==> src/rtl/ssfl_queue.sv <==
// ----------------------------------------------------------------------------
// ssfl_queue
// two-entry queue between the classifier and the bucket engine
// ----------------------------------------------------------------------------
module ssfl_queue #(
  parameter int unsigned WIDTH = 8
) (
  input  logic             clk_i,
  input  logic             rst_ni,
  input  logic             push_valid_i,
  output logic             push_ready_o,
  input  logic [WIDTH-1:0] push_data_i,
  output logic             pop_valid_o,
  input  logic             pop_i,
  output logic [WIDTH-1:0] pop_data_o
);

  logic [WIDTH-1:0] mem_q [2];
  logic             wr_ptr_q, rd_ptr_q;
  logic [1:0]       count_q, count_d;
  logic             do_push, do_pop;

  assign push_ready_o = (count_q != 2'd2);
  assign pop_valid_o  = (count_q != 2'd0);
  assign pop_data_o   = mem_q[rd_ptr_q];
  assign do_push      = push_valid_i && push_ready_o;
  assign do_pop       = pop_i && pop_valid_o;

  always_comb begin
    count_d = count_q;
    if (do_push && !do_pop) begin
      count_d = count_q + 2'd1;
    end else if (do_pop && !do_push) begin
      count_d = count_q - 2'd1;
    end
  end

  always_ff @(posedge clk_i or negedge rst_ni) begin
    if (!rst_ni) begin
      wr_ptr_q <= 1'b0;
      rd_ptr_q <= 1'b0;
      count_q  <= 2'd0;
    end else begin
      count_q <= count_d;
      if (do_push) begin
        wr_ptr_q <= !wr_ptr_q;
      end
      if (do_pop) begin
        rd_ptr_q <= !rd_ptr_q;
      end
    end
  end

  always_ff @(posedge clk_i) begin
    if (do_push) begin
      mem_q[wr_ptr_q] <= push_data_i;
    end
  end

endmodule

==> config.mk <==
export PLATFORM = sky130hd
export DESIGN_NAME = ssfl_queue
export DESIGN_NICKNAME = d
export VERILOG_FILES = /design/src/rtl/ssfl_queue.sv
export SDC_FILE = /design/constraint.sdc
export NUM_CORES = 1
export LEC_CHECK = 0
export BUFFER_PORTS_ARGS = -buffer_cell sky130_fd_sc_hd__buf_2
export CAP_MARGIN = 25
export CORE_UTILIZATION = 30
export CTS_CLUSTER_DIAMETER = 120
export CTS_CLUSTER_SIZE = 30
export DETAILED_ROUTE_END_ITERATION = 8
export PLACE_DENSITY_LB_ADDON = 0.15
export SETUP_SLACK_MARGIN = 0.05
export SLEW_MARGIN = 40
export SYNTH_ARGS = -nofsm -noshare
export SYNTH_HDL_FRONTEND = slang
export SYNTH_SLANG_ARGS = --single-unit
==> constraint.sdc <==
create_clock -name clk_i -period 1.7 [get_ports clk_i]
set_clock_uncertainty 0.15 [all_clocks]
set_input_delay 0.085 -clock clk_i [delete_from_list [all_inputs] [get_ports clk_i]]
set_output_delay 0.085 -clock clk_i [all_outputs]
set_load 0.03 [all_outputs]
==> metrics <==
status=completed; EDFF count, synth=16; chip width=53.2 microns; Slew headroom=85.7%; syn nets=56; r2r startpoint=count_q[0]; Die ar.=0.00283 sq mm; final antenna diode count=0; crit-path max FO=9; core area=0.00248 sq mm; Cell Area, Synth=787 sq um; Pre-antenna DRT Iters=1; grt total ovfl=0; initial antenna violation count=0; sequential share of power=39.1%; Slew Viols, Final=0; HP Start=wr_ptr_q; number of global-route vias before repair=419; CTS tree=done; Setup CP Type=flop to output pin; Yosys reg bits=20; Placed Area=940 sq um; Slew @ Worst Pin=0.213 ns; Final Net Count=98; DR vias=483; Synth area leader=edfxtp_1; CTS root buf=clkbuf_4; worst-case vdd ir drop=0.931 mV; site row count=18; share of post-route cells with drive strength above 1=53.6%; hold crit path type=flop to flop; ys flop type=edfxtp_1; Syn-to-layout area delta=47.1%; Leakage=0.472 nW; post-route cell area=0.00116 sq mm; clock share of power=18.9%; Area contributors post-synth=edfxtp_1 (61%), dfrtp_1 (13%), mux2_2 (11%); clk sinks=20; cell with the most instances after synthesis=edfxtp_1; Post-route DRC=0; Die Ht=53.2 microns; synthesis warning total=0; Power Density=1740 mW/mm^2; Power Internal=1.32 mW; DR iter-0 viols=0; Post-synth ARST share=20.0%; CP Launch Type=flop; Mapped Avg Cell Area=18.3 sq um; final hold violations=0; sw frac=34.8%; RSZ-0062 raised after global routing=true; WL/cell=11.9 microns; WHS Path Cells=1; P_sw=0.703 mW; initial core utilization=31.8%; Logic pwr share=42.1%; R2R Setup Slk=0.14 ns; drt total wl=1350 microns; CTS Buf Count=3; RePlAce Congestion=0.737; hold_ws=0.355 ns; synth unique cells=14; WP data arrival=1.34 ns; Post-synth top cells=edfxtp_1 (16), mux2_2 (8), dfrtp_1 (4); CTS clk-pin slew, worst paths=0.11 ns; number of port buffers=21; area fraction of the dominant cell type after synthesis=61.0%; CP Launch Point=rd_ptr_q; Via density=4.24; Mapped Cells=43; final std cells w/o fill=114; WP data required=1.46 ns; Finished Core Util=46.7%; HPWL after detailed placement=847 microns; dpl cells=95; sequential area share after synthesis=73.8%; Max Freq=635 MHz; pin count of the biggest net entering global routing=13; gr usage total=10.6%; min Tclk post-route=1.58 ns; Final period util=92.7%; htree depth=1; critical path capture point type=output pin; Longest Clk Path Bufs=2; Post-Route Setup TNS=0 ns; r2r endpoint=count_q[1]; first-pass GRT wire length=1970 microns; antenna viol nets, final=0; # setup viols final=0; number of max-cap violations=0; R2R depth=7; Worst Hold Endpoint=wr_ptr_q; io pins=22; Clk Latency, worst-skew pair=0.30 ns
## cell usage in the layout, fill, tap and decap left out, drive strengths merged
master | netlist | layout
dfrtp | 4 | 4
buf | 1 | 26
dlygate4sd3 | 0 | 12
edfxtp | 16 | 16
bufinv | 0 | 1
xnor2 | 3 | 3
nand2b | 1 | 1
nor2 | 2 | 2
nand2 | 2 | 2
mux2 | 8 | 8
or2 | 1 | 1
clkbuf | 0 | 3
xor2 | 2 | 2
inv | 1 | 1
ha | 1 | 1
and3 | 1 | 1
## metal layers
| layer | routed length, microns | vias to the layer above | track usage (%) |
|---|---|---|---|
| met3 | 69 | 4 | 4.31 |
| met5 | 0 | - | 0 |
| met4 | 14 | 0 | 5.26 |
| li1 | - | 236 | - |
| met1 | 557 | 229 | 12.1 |
| met2 | 710 | 14 | 16.9 |
## per-stage QoR
stage          worst slack [ns]  total power, mW
4_1_cts                  0.0803             1.95
3_5_place_dp              0.125             1.54
2_1_floorplan             0.106             1.34
6_report                  0.125             2.02
3_3_place_gp              0.148             1.54
5_1_grt                  0.0498             2.14
## sequential cells by signal, indices dropped and copies added (netlist names)
| register | cells |
|---|---|
| rd_ptr_q | 1 |
| mem_q | 16 |
| count_q | 2 |
| wr_ptr_q | 1 |
## area by class of cell
type                            instances  area, sq um
Fill cell                             234         1320
Sequential cell                        20          583
Timing Repair Buffer                   38          263
Multi-Input combinational cell         21          218
Tap cell                               30         37.5
Clock inverter                          1         30.0
Clock buffer                            3         22.5
Inverter                                1         3.75
## worst max-delay path, cell delays in order, from the launching register on
cell and delay (ns):
dfrtp_2 0.50, mux2_2 0.36, buf_2 0.18
## what timing repair did
| action | in CTS | in global routing |
|---|---|---|
| hold endpoints to repair | 22 | 0 |
| gates resized for setup | 1 | 5 |
| endpoints found under the setup margin | 8 | 9 |
| setup buffers | 0 | 3 |
| hold buffers | 12 | 0 |
| pin swaps | 0 | 2 |
## how the worst max path moves through the flow
stage	endpoint	slack (ns)	cells after the start
3_5_place_dp	count_q[1]	0.13	7
5_1_grt	pop_data_o[3]	0.05	2
3_3_place_gp	count_q[1]	0.15	6
4_1_cts	pop_data_o[3]	0.08	2
6_report	pop_data_o[3]	0.12	2
2_1_floorplan	mem_q[0][0]	0.11	3
## kinds of logic (layout without fill, tap and decap cells)
kind of cell	count (synthesis)	after routing	synth area share (%)
flip-flops	20	20	73.8
multiplexers	8	8	11.4
AND/OR/NAND/NOR	7	7	6.52
XOR/XNOR	5	5	5.57
buffers and inverters	2	43	1.11
adder cells (fa/ha/maj)	1	1	1.59
## power groups by stage
stage / clock, mW / combinational [mW] / sequential, mW
finish: 0.381 / 0.849 / 0.789
global route: 0.418 / 0.915 / 0.809
CTS: 0.393 / 0.760 / 0.796
detailed placement: 0 / 0.735 / 0.803
global placement: 0 / 0.738 / 0.801
floorplan: 0 / 0.597 / 0.745
Note: power is estimated with default switching activity, not from simulation.
