### config.mk
export PLATFORM = sky130hd
export DESIGN_NAME = ssfl_front_flat
export DESIGN_NICKNAME = d
export VERILOG_FILES = /design/src/rtl/ssfl_pkg.sv /design/src/rtl/ssfl_if.sv /design/src/rtl/ssfl_front.sv /design/src/flat_wrapper.sv
export SDC_FILE = /design/constraint.sdc
export NUM_CORES = 1
export LEC_CHECK = 0
export BUFFER_PORTS_ARGS = -buffer_cell sky130_fd_sc_hd__buf_2
export CAP_MARGIN = 5
export CELL_PAD_IN_SITES_DETAIL_PLACEMENT = 1
export CELL_PAD_IN_SITES_GLOBAL_PLACEMENT = 1
export CORE_MARGIN = 3
export CORE_UTILIZATION = 31
export DETAILED_ROUTE_END_ITERATION = 12
export PLACE_DENSITY = 0.76
export SLEW_MARGIN = 30
export SYNTH_ARGS = -nofsm -noshare
export SYNTH_HDL_FRONTEND = slang
export SYNTH_SLANG_ARGS = --single-unit
export TNS_END_PERCENT = 30
### constraint.sdc
create_clock -name clk_i -period 1.27 [get_ports clk_i]
set_input_delay 0.254 -clock clk_i [delete_from_list [all_inputs] [get_ports clk_i]]
set_output_delay 0.254 -clock clk_i [all_outputs]
set_load 0.05 [all_outputs]
### src/rtl/ssfl_pkg.sv
// ----------------------------------------------------------------------------
// ssfl_pkg
// shared types and constants of the segregated sorted free list
// ----------------------------------------------------------------------------
package ssfl_pkg;

  localparam int unsigned SIZE_W      = 16;
  localparam int unsigned HANDLE_W    = 16;
  localparam int unsigned ENTRY_W     = SIZE_W + HANDLE_W;
  localparam int unsigned ITEM_BASE_W = 1 + SIZE_W + HANDLE_W;
  localparam int unsigned RECIP_SHIFT = 22;

  localparam logic KIND_ADD  = 1'b0;
  localparam logic KIND_TAKE = 1'b1;

  typedef enum logic [1:0] {
    ST_ADDED = 2'd0,
    ST_FULL  = 2'd1,
    ST_HIT   = 2'd2,
    ST_MISS  = 2'd3
  } status_e;

  typedef enum logic {
    BK_IDLE = 1'b0,
    BK_EXEC = 1'b1
  } back_state_e;

endpackage

### src/rtl/ssfl_if.sv
// ----------------------------------------------------------------------------
// ssfl_if
// request and response channels of the segregated sorted free list
// ----------------------------------------------------------------------------
interface ssfl_req_if;
  logic        valid;
  logic        ready;
  logic        kind;
  logic [15:0] block_size;
  logic [15:0] block_handle;

  modport source (output valid, kind, block_size, block_handle, input ready);
  modport sink   (input valid, kind, block_size, block_handle, output ready);
endinterface


### src/rtl/ssfl_front.sv
// ----------------------------------------------------------------------------
// ssfl_front
// accepts request words and classifies them into a bucket (size mod count)
// ----------------------------------------------------------------------------
module ssfl_front #(
  parameter int unsigned NUM_BUCKETS = 16,
  localparam int unsigned BKT_W  = (NUM_BUCKETS > 1) ? $clog2(NUM_BUCKETS) : 1,
  localparam int unsigned ITEM_W = ssfl_pkg::ITEM_BASE_W + BKT_W
) (
  input  logic              clk_i,
  input  logic              rst_ni,
  ssfl_req_if.sink          req_i,
  output logic              push_valid_o,
  output logic [ITEM_W-1:0] push_item_o,
  input  logic              push_ready_i
);
  import ssfl_pkg::*;

  localparam int unsigned RECIP_W = RECIP_SHIFT + 1;
  localparam int unsigned PROD_W  = SIZE_W + RECIP_W;
  localparam int unsigned REM_W   = SIZE_W + 1;
  localparam int unsigned QN_W    = SIZE_W + 8;
  localparam logic [RECIP_W-1:0] RECIP = RECIP_W'((64'd1 << RECIP_SHIFT) / NUM_BUCKETS);

  logic                s1_valid_q, s1_valid_d;
  logic                s1_kind_q;
  logic [SIZE_W-1:0]   s1_size_q;
  logic [HANDLE_W-1:0] s1_handle_q;
  logic [SIZE_W-1:0]   s1_quot_q;

  logic [PROD_W-1:0]   prod;
  logic [QN_W-1:0]     quot_n;
  logic [REM_W-1:0]    rem_raw;
  logic [REM_W-1:0]    rem_fix;
  logic                accept;

  assign req_i.ready = !s1_valid_q || push_ready_i;
  assign accept      = req_i.valid && req_i.ready;

  // reciprocal estimate, low by at most one
  assign prod = PROD_W'(req_i.block_size) * PROD_W'(RECIP);

  assign quot_n  = QN_W'(s1_quot_q) * QN_W'(NUM_BUCKETS);
  assign rem_raw = REM_W'(s1_size_q) - quot_n[REM_W-1:0];
  assign rem_fix = (rem_raw >= REM_W'(NUM_BUCKETS)) ? rem_raw - REM_W'(NUM_BUCKETS)
                                                     : rem_raw;

  assign push_valid_o = s1_valid_q;
  assign push_item_o  = {s1_kind_q, s1_size_q, s1_handle_q, rem_fix[BKT_W-1:0]};

  always_comb begin
    s1_valid_d = s1_valid_q;
    if (accept) begin
      s1_valid_d = 1'b1;
    end else if (push_ready_i) begin
      s1_valid_d = 1'b0;
    end
  end

  always_ff @(posedge clk_i or negedge rst_ni) begin
    if (!rst_ni) begin
      s1_valid_q <= 1'b0;
    end else begin
      s1_valid_q <= s1_valid_d;
    end
  end

  always_ff @(posedge clk_i) begin
    if (accept) begin
      s1_kind_q   <= req_i.kind;
      s1_size_q   <= req_i.block_size;
      s1_handle_q <= req_i.block_handle;
      s1_quot_q   <= prod[RECIP_SHIFT +: SIZE_W];
    end
  end

endmodule

### src/flat_wrapper.sv
// flat-port wrapper written by rule: the top's interface ports become plain ports
module ssfl_front_flat import ssfl_pkg::*;
#(
  parameter int unsigned NUM_BUCKETS = 16,
  localparam int unsigned BKT_W  = (NUM_BUCKETS > 1) ? $clog2(NUM_BUCKETS) : 1,
  localparam int unsigned ITEM_W = ssfl_pkg::ITEM_BASE_W + BKT_W
)
  (clk_i, rst_ni, push_valid_o, push_item_o, push_ready_i, req_i_valid, req_i_kind, req_i_block_size, req_i_block_handle, req_i_ready);
  ssfl_req_if req_i_i ();
  input  logic clk_i;
  input  logic rst_ni;
  output logic push_valid_o;
  output logic [ITEM_W-1:0] push_item_o;
  input  logic push_ready_i;
  input wire logic [$bits(req_i_i.valid)-1:0] req_i_valid;
  input wire logic [$bits(req_i_i.kind)-1:0] req_i_kind;
  input wire logic [$bits(req_i_i.block_size)-1:0] req_i_block_size;
  input wire logic [$bits(req_i_i.block_handle)-1:0] req_i_block_handle;
  output wire logic [$bits(req_i_i.ready)-1:0] req_i_ready;
  assign req_i_i.valid = req_i_valid;
  assign req_i_i.kind = req_i_kind;
  assign req_i_i.block_size = req_i_block_size;
  assign req_i_i.block_handle = req_i_block_handle;
  assign req_i_ready = req_i_i.ready;
  ssfl_front #(.NUM_BUCKETS(NUM_BUCKETS)) u_core (.clk_i(clk_i), .rst_ni(rst_ni), .req_i(req_i_i), .push_valid_o(push_valid_o), .push_item_o(push_item_o), .push_ready_i(push_ready_i));
endmodule
==> impl_metrics.yaml <==
critical_path:
  worstSetupPathType: "flip-flop to output port"
  cp.arrival_ns: 0.98
  cp_cell_sequence: "buf_2"
  crit_family: "flip-flops"
  crit_slowest_cell: "dfrtp_2"
  path_max_fanout: 2
  slowest_delay_ns: 0.39
  endpoint_kind: "output port"
  required_ns: 1.02
  startpoint_type: "flip-flop"
  cp_num_buf_inv: 1
route:
  routed_via_density: 4.14
  drt_iter0_drc: 21
  dr.pass1.iters: 4
  via_count: 692
  ant_nets: 0
  drt-total-wl_mm: 2.41
  avgRoutedWirePerCell_um: 14.4
  route.detailed.drc: 0
clock_network:
  tritoncts: "built"
  cts_post_setup_buffers_inserted: 0
  root_buffer: "clkbuf_4"
  numClockSinks: 34
  worst_skew_pair.late_latency_ns: 0.32
  clk_path_buf_depth: 2
  cts_max_level: 2
  cts_made_buffers: 5
  clk_pin_slew_worst_paths_ns: 0.10
synth:
  synth_area_sq_um: 1080
  synth_seq_area_share_pct: 93.9
  ys_async_sr_fraction_pct: 2.94
  synth_common_cells: "edfxtp_1 (33), buf_4 (5)"
  synth_enable_flop_cells: 33
  synth_most_common_cell: "edfxtp_1"
  synth_area_leaders: "edfxtp_1 (92%), buf_4 (3.5%), dfrtp_1 (2.3%)"
  syn-num-nets: 79
  yosys.area.top_type: "edfxtp_1"
  synth_top_area_share_pct: 91.6
  synth_area_per_cell_sq_um: 25.8
  synthFlopType: "edfxtp_1"
  synth.distinct_cells: 6
  synthCells: 42
  synth_seq_cells: 34
  yosysWarnings: 0
pwr:
  power.leakage_nw: 0.691
  power_density_nw_per_um2: 1430
  power_frac_clock_pct: 23.6
  ir_drop_uv: 641
  pwr-share-comb_pct: 18.4
  seq_power_share_pct: 58.0
  power_switching_mw: 0.655
  power_mw: 2.28
  netSwitchingFraction_pct: 28.7
  p_int_mw: 1.62
placed_design:
  io_buffers: 75
  gp_congestion: 0.621
  detailed_place_hpwl_mm: 1.95
sta:
  max_freq_mhz: 809
  skew_ns: 0.00370
  period_needed_ns: 1.24
  rsz0062_at_grt: "yes"
  maxSlewHeadroom_pct: 83.0
  layout_worst_path_cycle_share_pct: 97.3
  tightestPinTransition_ns: 0.257
  setup_viol_count_final: 0
  hold_violations: 0
  tns_ns: 0
  final_max_slew_viol_count: 0
grt:
  antenna_found_initial: 0
  grt_pass1_vias: 717
  track_usage_pct: 12.5
  overflow: 0
  grt_max_degree: 22
  grt_pass1_wl_mm: 3.66
final_layout:
  antennaDiodeCount: 0
  layout.nets: 159
  drive_gt1_share_pct: 69.9
  utilization_pct: 50.0
  synthToLayoutAreaGrowth_pct: 46.8
hold_path:
  hp-class: "primary input to flip-flop"
floorplan:
  core_sq_um: 3180
  dieArea_sq_um: 4240
  io_pins: 76
  die_w_um: 65.1
  fp-row-count: 20
  die_h_um: 65.1
  initial_utilization_pct: 34.1
run:
  max_cap_violations: 0
status:
  status: "complete, no violations"
-- flip-flops by register name, summed over array words and instances (netlist names) --
register	flops
u_core.push_valid_o	1
u_core.s1_handle_q	16
u_core.s1_size_q	16
u_core.s1_kind_q	1
-- final timing paths --
check,startpoint,end,slack [ns],cells past startpoint
worst max-delay path,u_core.push_valid_o,push_valid_o,0.03,1
worst min-delay path,req_i_block_size[15],u_core.s1_size_q[15],0.1,1
worst min register to register,u_core.push_valid_o,u_core.push_valid_o,0.55,2
max in group asynchronous,rst_ni,u_core.push_valid_o,0.95,2
min in group asynchronous,rst_ni,u_core.push_valid_o,0.22,2
worst max register to register,u_core.push_valid_o,u_core.s1_size_q[2],0.13,3
-- power groups by stage --
stage               logic (mW)  registers [mW]  clock network, mW
CTS                      0.423            1.32              0.570
finish                   0.420            1.32              0.538
detailed placement       0.417            1.35                  0
global route             0.439            1.33              0.624
global placement         0.410            1.34                  0
floorplan               0.0777            1.55                  0
-- layout by cell type (no fill, tap or decap), drive strengths merged --
cell,n
buf,76
dfrtp,1
and2,1
clkbuf,7
edfxtp,33
nand2b,2
dlygate4sd3,1
clkinv,2
-- layout make-up --
type | instances | area (sq um)
Clock inverter | 2 | 8.76
Tap cell | 44 | 55.1
Multi-Input combinational cell | 3 | 28.8
Sequential cell | 34 | 1020
Timing Repair Buffer | 78 | 438
Fill cell | 333 | 1590
Clock buffer | 6 | 41.3
-- repair_timing --
action / CTS / global route
setup endpoints to repair: 1 / 3
resized for setup: 2 / 2
hold endpoints to repair: 1 / 0
hold buffers: 1 / 0
pin swaps: 0 / 0
-- cell families after synthesis --
group                  share of synthesized area (%)
and+or+nand+nor                                 2.66
DFF                                             93.9
buffers and inverters                           3.47
-- stage by stage --
stage	cell area, sq um	worst slack [ns]	hold WS [ns]	cells
after floorplan	1080	-0.175	-0.0416	42
after global placement	1520	0.168	0.0319	158
after detailed placement	1520	0.152	0.0332	158
after CTS	1580	0.00146	0.0772	167
after global routing	1590	-0.0344	0.0578	167
final	1590	0.0340	0.0983	167
-- layer usage --
| layer | routed length, um | global-route usage [%] | vias up |
|---|---|---|---|
| met5 | 0 | 0 | - |
| met2 | 1240 | 21.6 | 57 |
| met3 | 325 | 7.97 | 4 |
| met1 | 815 | 11.3 | 314 |
| li1 | - | - | 317 |
| met4 | 32 | 6.22 | 0 |
Note: power is estimated with default switching activity, not from simulation.
